File: config.mk
export PLATFORM = sky130hd
export DESIGN_NAME = pdk_ctrl
export DESIGN_NICKNAME = d
export VERILOG_FILES = /design/src/hw/rtl/pdk_pkg.sv /design/src/hw/rtl/pdk_ctrl.sv
export SDC_FILE = /design/constraint.sdc
export NUM_CORES = 1
export LEC_CHECK = 0
export ABC_AREA = 0
export BUFFER_PORTS_ARGS = -buffer_cell sky130_fd_sc_hd__buf_2
export CORE_ASPECT_RATIO = 1.1
export CORE_MARGIN = 2
export CORE_UTILIZATION = 23
export CTS_CLUSTER_DIAMETER = 200
export CTS_CLUSTER_SIZE = 8
export DETAILED_ROUTE_END_ITERATION = 10
export SYNTH_ARGS = -nofsm -noshare
export SYNTH_HDL_FRONTEND = slang
export SYNTH_SLANG_ARGS = --single-unit
File: constraint.sdc
create_clock -name clk_i -period 1.99 [get_ports clk_i]
set_input_delay 0.199 -clock clk_i [delete_from_list [all_inputs] [get_ports clk_i]]
set_output_delay 0.199 -clock clk_i [all_outputs]
set_load 0.05 [all_outputs]
File: src/hw/rtl/pdk_pkg.sv
// Shared types, constants and the arctangent table for the planar drone step.
// Used by every module of the block; depends on nothing.
`default_nettype none

package pdk_pkg;

  // Datapath widths
  localparam int CW = 34;  // rotation unit x/y
  localparam int AW = 36;  // rotation unit angle, Q.30 radians
  localparam int MW = 34;  // shared multiplier operand
  localparam int PW = 68;  // shared multiplier product

  localparam int CORDIC_STEPS = 16;

  localparam logic signed [CW-1:0] CORDIC_START = 34'sd652032874;
  localparam logic signed [AW-1:0] PI_Q30       = 36'sd3373259426;
  localparam logic signed [AW-1:0] HALF_PI_Q30  = 36'sd1686629713;

  // Heading limits, Q3.13
  localparam logic signed [17:0] HEAD_PI = 18'sd25736;

  // Configuration register indexes and reset values
  localparam logic [2:0]  CFG_GAIN     = 3'd0;
  localparam logic [2:0]  CFG_MIN_STEP = 3'd1;
  localparam logic [15:0] GAIN_RST     = 16'd1256;
  localparam logic [15:0] MIN_STEP_RST = 16'd262;

  // Multiply/apply steps of one tick, in order
  typedef enum logic [3:0] {
    ST_P0, ST_P1, ST_P2, ST_TG, ST_FC, ST_LS,
    ST_VX, ST_LC, ST_FS, ST_VY, ST_VZ, ST_HD
  } step_e;

  localparam step_e ST_LAST = ST_HD;

  // Controller to datapath
  typedef struct packed {
    logic  cmd_load;
    logic  tick_load;
    logic  cord_start;
    logic  cord_half;
    logic  mul_en;
    logic  apply_en;
    step_e step;
    logic  emit;
  } pdk_cmd_t;

  // Datapath to controller
  typedef struct packed {
    logic cord_done;
  } pdk_stat_t;

  // atan(2^-i) in Q.30
  function automatic logic signed [AW-1:0] atan_q30(input logic [3:0] i);
    logic signed [AW-1:0] r;
    case (i)
      4'd0:    r = 36'sd843314856;
      4'd1:    r = 36'sd497837829;
      4'd2:    r = 36'sd263043836;
      4'd3:    r = 36'sd133525158;
      4'd4:    r = 36'sd67021686;
      4'd5:    r = 36'sd33543515;
      4'd6:    r = 36'sd16775850;
      4'd7:    r = 36'sd8388437;
      4'd8:    r = 36'sd4194282;
      4'd9:    r = 36'sd2097149;
      4'd10:   r = 36'sd1048575;
      4'd11:   r = 36'sd524287;
      4'd12:   r = 36'sd262143;
      4'd13:   r = 36'sd131071;
      4'd14:   r = 36'sd65535;
      default: r = 36'sd32767;
    endcase
    return r;
  endfunction

endpackage

`default_nettype wire

File: src/hw/rtl/pdk_ctrl.sv
// Sequencer of the drone step: handshakes, rotation passes, multiply steps.
// Depends on pdk_pkg for the command and status structs.
`default_nettype none

module pdk_ctrl import pdk_pkg::*; (
  input  wire logic      clk_i,
  input  wire logic      rst_ni,
  input  wire logic      in_valid_i,
  output logic           in_ready_o,
  input  wire logic      kind_i,
  output logic           out_valid_o,
  input  wire logic      out_ready_i,
  output pdk_cmd_t       cmd_o,
  input  wire pdk_stat_t stat_i
);

  typedef enum logic [6:0] {
    S_IDLE   = 7'b0000001,
    S_CORD_A = 7'b0000010,
    S_MUL    = 7'b0000100,
    S_APPLY  = 7'b0001000,
    S_LAUNCH = 7'b0010000,
    S_CORD_B = 7'b0100000,
    S_EMIT   = 7'b1000000
  } state_e;

  state_e state_q, state_d;
  step_e  step_q, step_d;
  logic   out_valid_q, out_valid_d;
  logic   in_acc;

  assign in_ready_o = (state_q == S_IDLE);
  assign in_acc     = in_valid_i && in_ready_o;

  always_comb begin
    state_d     = state_q;
    step_d      = step_q;
    cmd_o       = '0;
    cmd_o.step  = step_q;
    out_valid_d = out_valid_q && !out_ready_i;
    unique case (state_q)
      S_IDLE: begin
        if (in_acc) begin
          if (kind_i) begin
            cmd_o.tick_load  = 1'b1;
            cmd_o.cord_start = 1'b1;
            state_d          = S_CORD_A;
          end else begin
            cmd_o.cmd_load = 1'b1;
          end
        end
      end
      S_CORD_A: begin
        if (stat_i.cord_done) begin
          step_d  = ST_P0;
          state_d = S_MUL;
        end
      end
      S_MUL: begin
        cmd_o.mul_en = 1'b1;
        state_d      = S_APPLY;
      end
      S_APPLY: begin
        cmd_o.apply_en = 1'b1;
        if (step_q == ST_LAST) begin
          state_d = S_LAUNCH;
        end else begin
          step_d  = step_e'(step_q + 4'd1);
          state_d = S_MUL;
        end
      end
      // heading register holds the new value from here on
      S_LAUNCH: begin
        cmd_o.cord_start = 1'b1;
        cmd_o.cord_half  = 1'b1;
        state_d          = S_CORD_B;
      end
      S_CORD_B: begin
        cmd_o.cord_half = 1'b1;
        if (stat_i.cord_done) state_d = S_EMIT;
      end
      S_EMIT: begin
        if (!out_valid_q || out_ready_i) begin
          cmd_o.emit  = 1'b1;
          out_valid_d = 1'b1;
          state_d     = S_IDLE;
        end
      end
      default: state_d = S_IDLE;
    endcase
  end

  always_ff @(posedge clk_i or negedge rst_ni) begin
    if (!rst_ni) begin
      state_q     <= S_IDLE;
      step_q      <= ST_P0;
      out_valid_q <= 1'b0;
    end else begin
      state_q     <= state_d;
      step_q      <= step_d;
      out_valid_q <= out_valid_d;
    end
  end

  assign out_valid_o = out_valid_q;

  // Output word is never overwritten while still waiting
  a_emit_free: assert property (@(posedge clk_i) disable iff (!rst_ni)
    cmd_o.emit |-> (!out_valid_q || out_ready_i))
    else $error("result word overwritten while pending");

  // Rotation results only arrive while waiting for them
  a_done_expected: assert property (@(posedge clk_i) disable iff (!rst_ni)
    stat_i.cord_done |-> (state_q == S_CORD_A || state_q == S_CORD_B))
    else $error("unexpected rotation done");

  // Step index stays within the schedule
  a_step_range: assert property (@(posedge clk_i) disable iff (!rst_ni)
    (state_q == S_MUL || state_q == S_APPLY) |-> (step_q <= ST_LAST))
    else $error("step index out of range");

  // A tick always leads into the first rotation pass
  a_tick_start: assert property (@(posedge clk_i) disable iff (!rst_ni)
    (in_acc && kind_i) |=> (state_q == S_CORD_A))
    else $error("tick did not start rotation");

endmodule

`default_nettype wire

==> impl_metrics.toml <==
[worst_setup_path]
crit_type = "flop to primary output"
crit_arrival_ns = 1.75
crit_required_ns = 1.79
critPathLaunchType = "flop"
critPathMaxFanout = 3
end_kind = "primary output"

[drt]
ant_nets = 0
wire_per_inst_um = 13.2
first_iter_violations = 12
wl_mm = 1.92
drtPass1Iterations = 4
vias = 747
route.detailed.drc = 0
via_per_inst = 5.12

[clock_network]
h-tree-depth = 1
cts_tree = "done"
clk_pin_slew_worst_paths_ns = 0.08
clk-insertion-delay-late_ns = 0.28
cts_buffers = 3
clock-sinks = 12
clockBufferDepth = 2
cts_root_buf = "clkbuf_4"

[timing]
setup_viol = 0
tightestPinTransition_ns = 0.325
period_needed_ns = 1.95
slew_violations = 0
period_share_pct = 97.8
rsz0062_at_grt = "true"
maxSlewHeadroom_pct = 78.2
fmax_mhz = 514
finalHoldViolCount = 0
skew_ns = 0.00308

[cells_and_area]
fin_area_um2 = 1070
drive_above_1_share_pct = 39.1
area_delta_synth_final_pct = 36.9
fillCellCount = 345
finalNetCount = 118
num_antenna_cells = 0
final_util_pct = 32.5

[synthesis]
synth_area_leader_cell = "dfrtp_1"
yosysWarnings = 0
synth_cell_types = 38
synth-async-reset-ratio_pct = 100
synth_nets = 91
synth_top_area_share_pct = 35.1
syn_area_um2 = 783
synth_seq_area_share_pct = 38.5
synth_edf_count = 0
synth_ff_type = "dfrtp_1"
ys_ff_latch = 12
syn_area_per_cell_um2 = 9.32
synth_area_leaders = "dfrtp_1 (35%), and4bb_2 (4.8%), inv_1 (4.3%)"
syn_inst = 84

[die]
ios = 19
core_um2 = 3300
dieArea_um2 = 3890
die_h_um = 65.2
rows = 22
die_x_um = 59.6
initial_core_util_pct = 23.7

[place]
place_area_um2 = 963
place_congestion = 0.811
port_buffers = 18
post-dp-hpwl_mm = 1.37

[pwr]
leakagePower_nw = 0.481
ir_drop_uv = 812
pwr_density_cell_nw_per_um2 = 1110

[grt]
grt_first_pass_wirelength_mm = 3.15
grtUsageMet2_pct = 16.8
met1_usage_pct = 12.7
grt_overflow = 0
groute.usage.overall_pct = 10.4
grt_start_max_net_pins = 13
grt-busiest-layer = "met2"
grt_use_met3_pct = 4.33
antenna_found_initial = 0
grt_pass1_vias = 726

[outcome]
status = "completed"

[job]
drv_cap = 0

[min_path]
hp-class = "primary input to flop"
kinds of logic after synthesis:
group           after synthesis  share of synthesized area, %
buf+inv                      13                          7.19
xor+xnor                      2                          2.24
simple gates                 34                          29.6
fa+ha+maj                     2                          2.88
flops                        12                          38.5
mux                           1                          1.28
compound gates               20                          18.4
path summary, 6_finish.rpt:
kind | from | to | slack, ns | cells after the start
max in group asynchronous | rst_ni | state_q[0]$_DFFE_PN1P_ | 1.39 | 2
min in group asynchronous | rst_ni | state_q[1]$_DFFE_PN0P_ | 0.32 | 2
worst min register to register | step_q[0]$_DFFE_PN0P_ | step_q[0]$_DFFE_PN0P_ | 0.54 | 1
worst max-delay path | state_q[5]$_DFFE_PN0P_ | cmd_o[8] | 0.04 | 5
worst min-delay path | out_ready_i | out_valid_o$_DFF_PN0_ | 0.14 | 2
worst max register to register | state_q[5]$_DFFE_PN0P_ | step_q[2]$_DFFE_PN0P_ | 0.20 | 5
synth_stat cells (2+ instances only):
cell type	count
a22o_1	2
nand3b_1	2
dfrtp_1	11
clkbuf_1	3
nor4_1	2
o21ai_0	2
a21oi_1	5
xnor2_1	2
inv_1	9
nand2b_1	3
nor2_1	6
nand3_1	6
and4bb_2	3
nand2_1	4
stage by stage:
stage                     worst slack (ns)   TNS, ns  hold WS, ns  power (mW)  instances
after floorplan                    -0.0540    -0.101      -0.0966       0.804         84
after detailed placement             0.108         0       0.0931       0.931        140
after global placement               0.168         0       0.0915       0.923        140
final                               0.0430         0        0.142        1.19        146
after global routing              -0.00664  -0.00664        0.137        1.26        146
after CTS                           0.0189         0        0.133        1.17        146
cell usage in the layout, fill, tap and decap left out, types with 3 or more instances in the layout:
cell type	count
buf_6	4
a21oi_1	4
nand2b_1	3
nand2_1	4
inv_1	8
buf_4	7
nor2_1	5
nand3_1	5
buf_2	13
clkbuf_4	4
dfrtp_1	11
timing repair:
item,CTS,global route
setup endpoints to repair,6,5
hold buffers,1,0
hold endpoints to repair,11,0
cloned,0,0
gates resized for setup,9,4
buffers inserted,1,0
pin swaps,1,2
registers in the layout, indices dropped and copies added, names as in the netlist:
| signal | count |
|---|---|
| step_q | 4 |
| out_valid_o | 1 |
| state_q | 7 |
where the power goes:
part / internal, mW / switching [mW]
sequential: 0.299 / 0.0812
clock: 0.111 / 0.0903
combinational: 0.234 / 0.380
total: 0.643 / 0.552
metal layers:
metal	vias to the layer above	part of all wire (%)
li1	358	-
met1	356	44
met2	29	49
met3	4	5.8
met4	0	1.3
met5	-	0
final cells by class:
type                            instances  area, um2  share of cell area, %
Clock buffer                            4       36.3                   3.38
Inverter                                9       37.5                   3.50
Multi-Input combinational cell         59        472                   44.0
Sequential cell                        12        302                   28.1
Tap cell                               36       45.0                   4.20
Timing Repair Buffer                   26        180                   16.8
worst max-delay path: stages (launching register included):
cell and delay, ns:
dfrtp_1 0.39, or3_4 0.39, and4bb_4 0.34, nand3_4 0.09
o21ai_2 0.08, buf_6 0.17
Power figures use the tool's default switching activity.
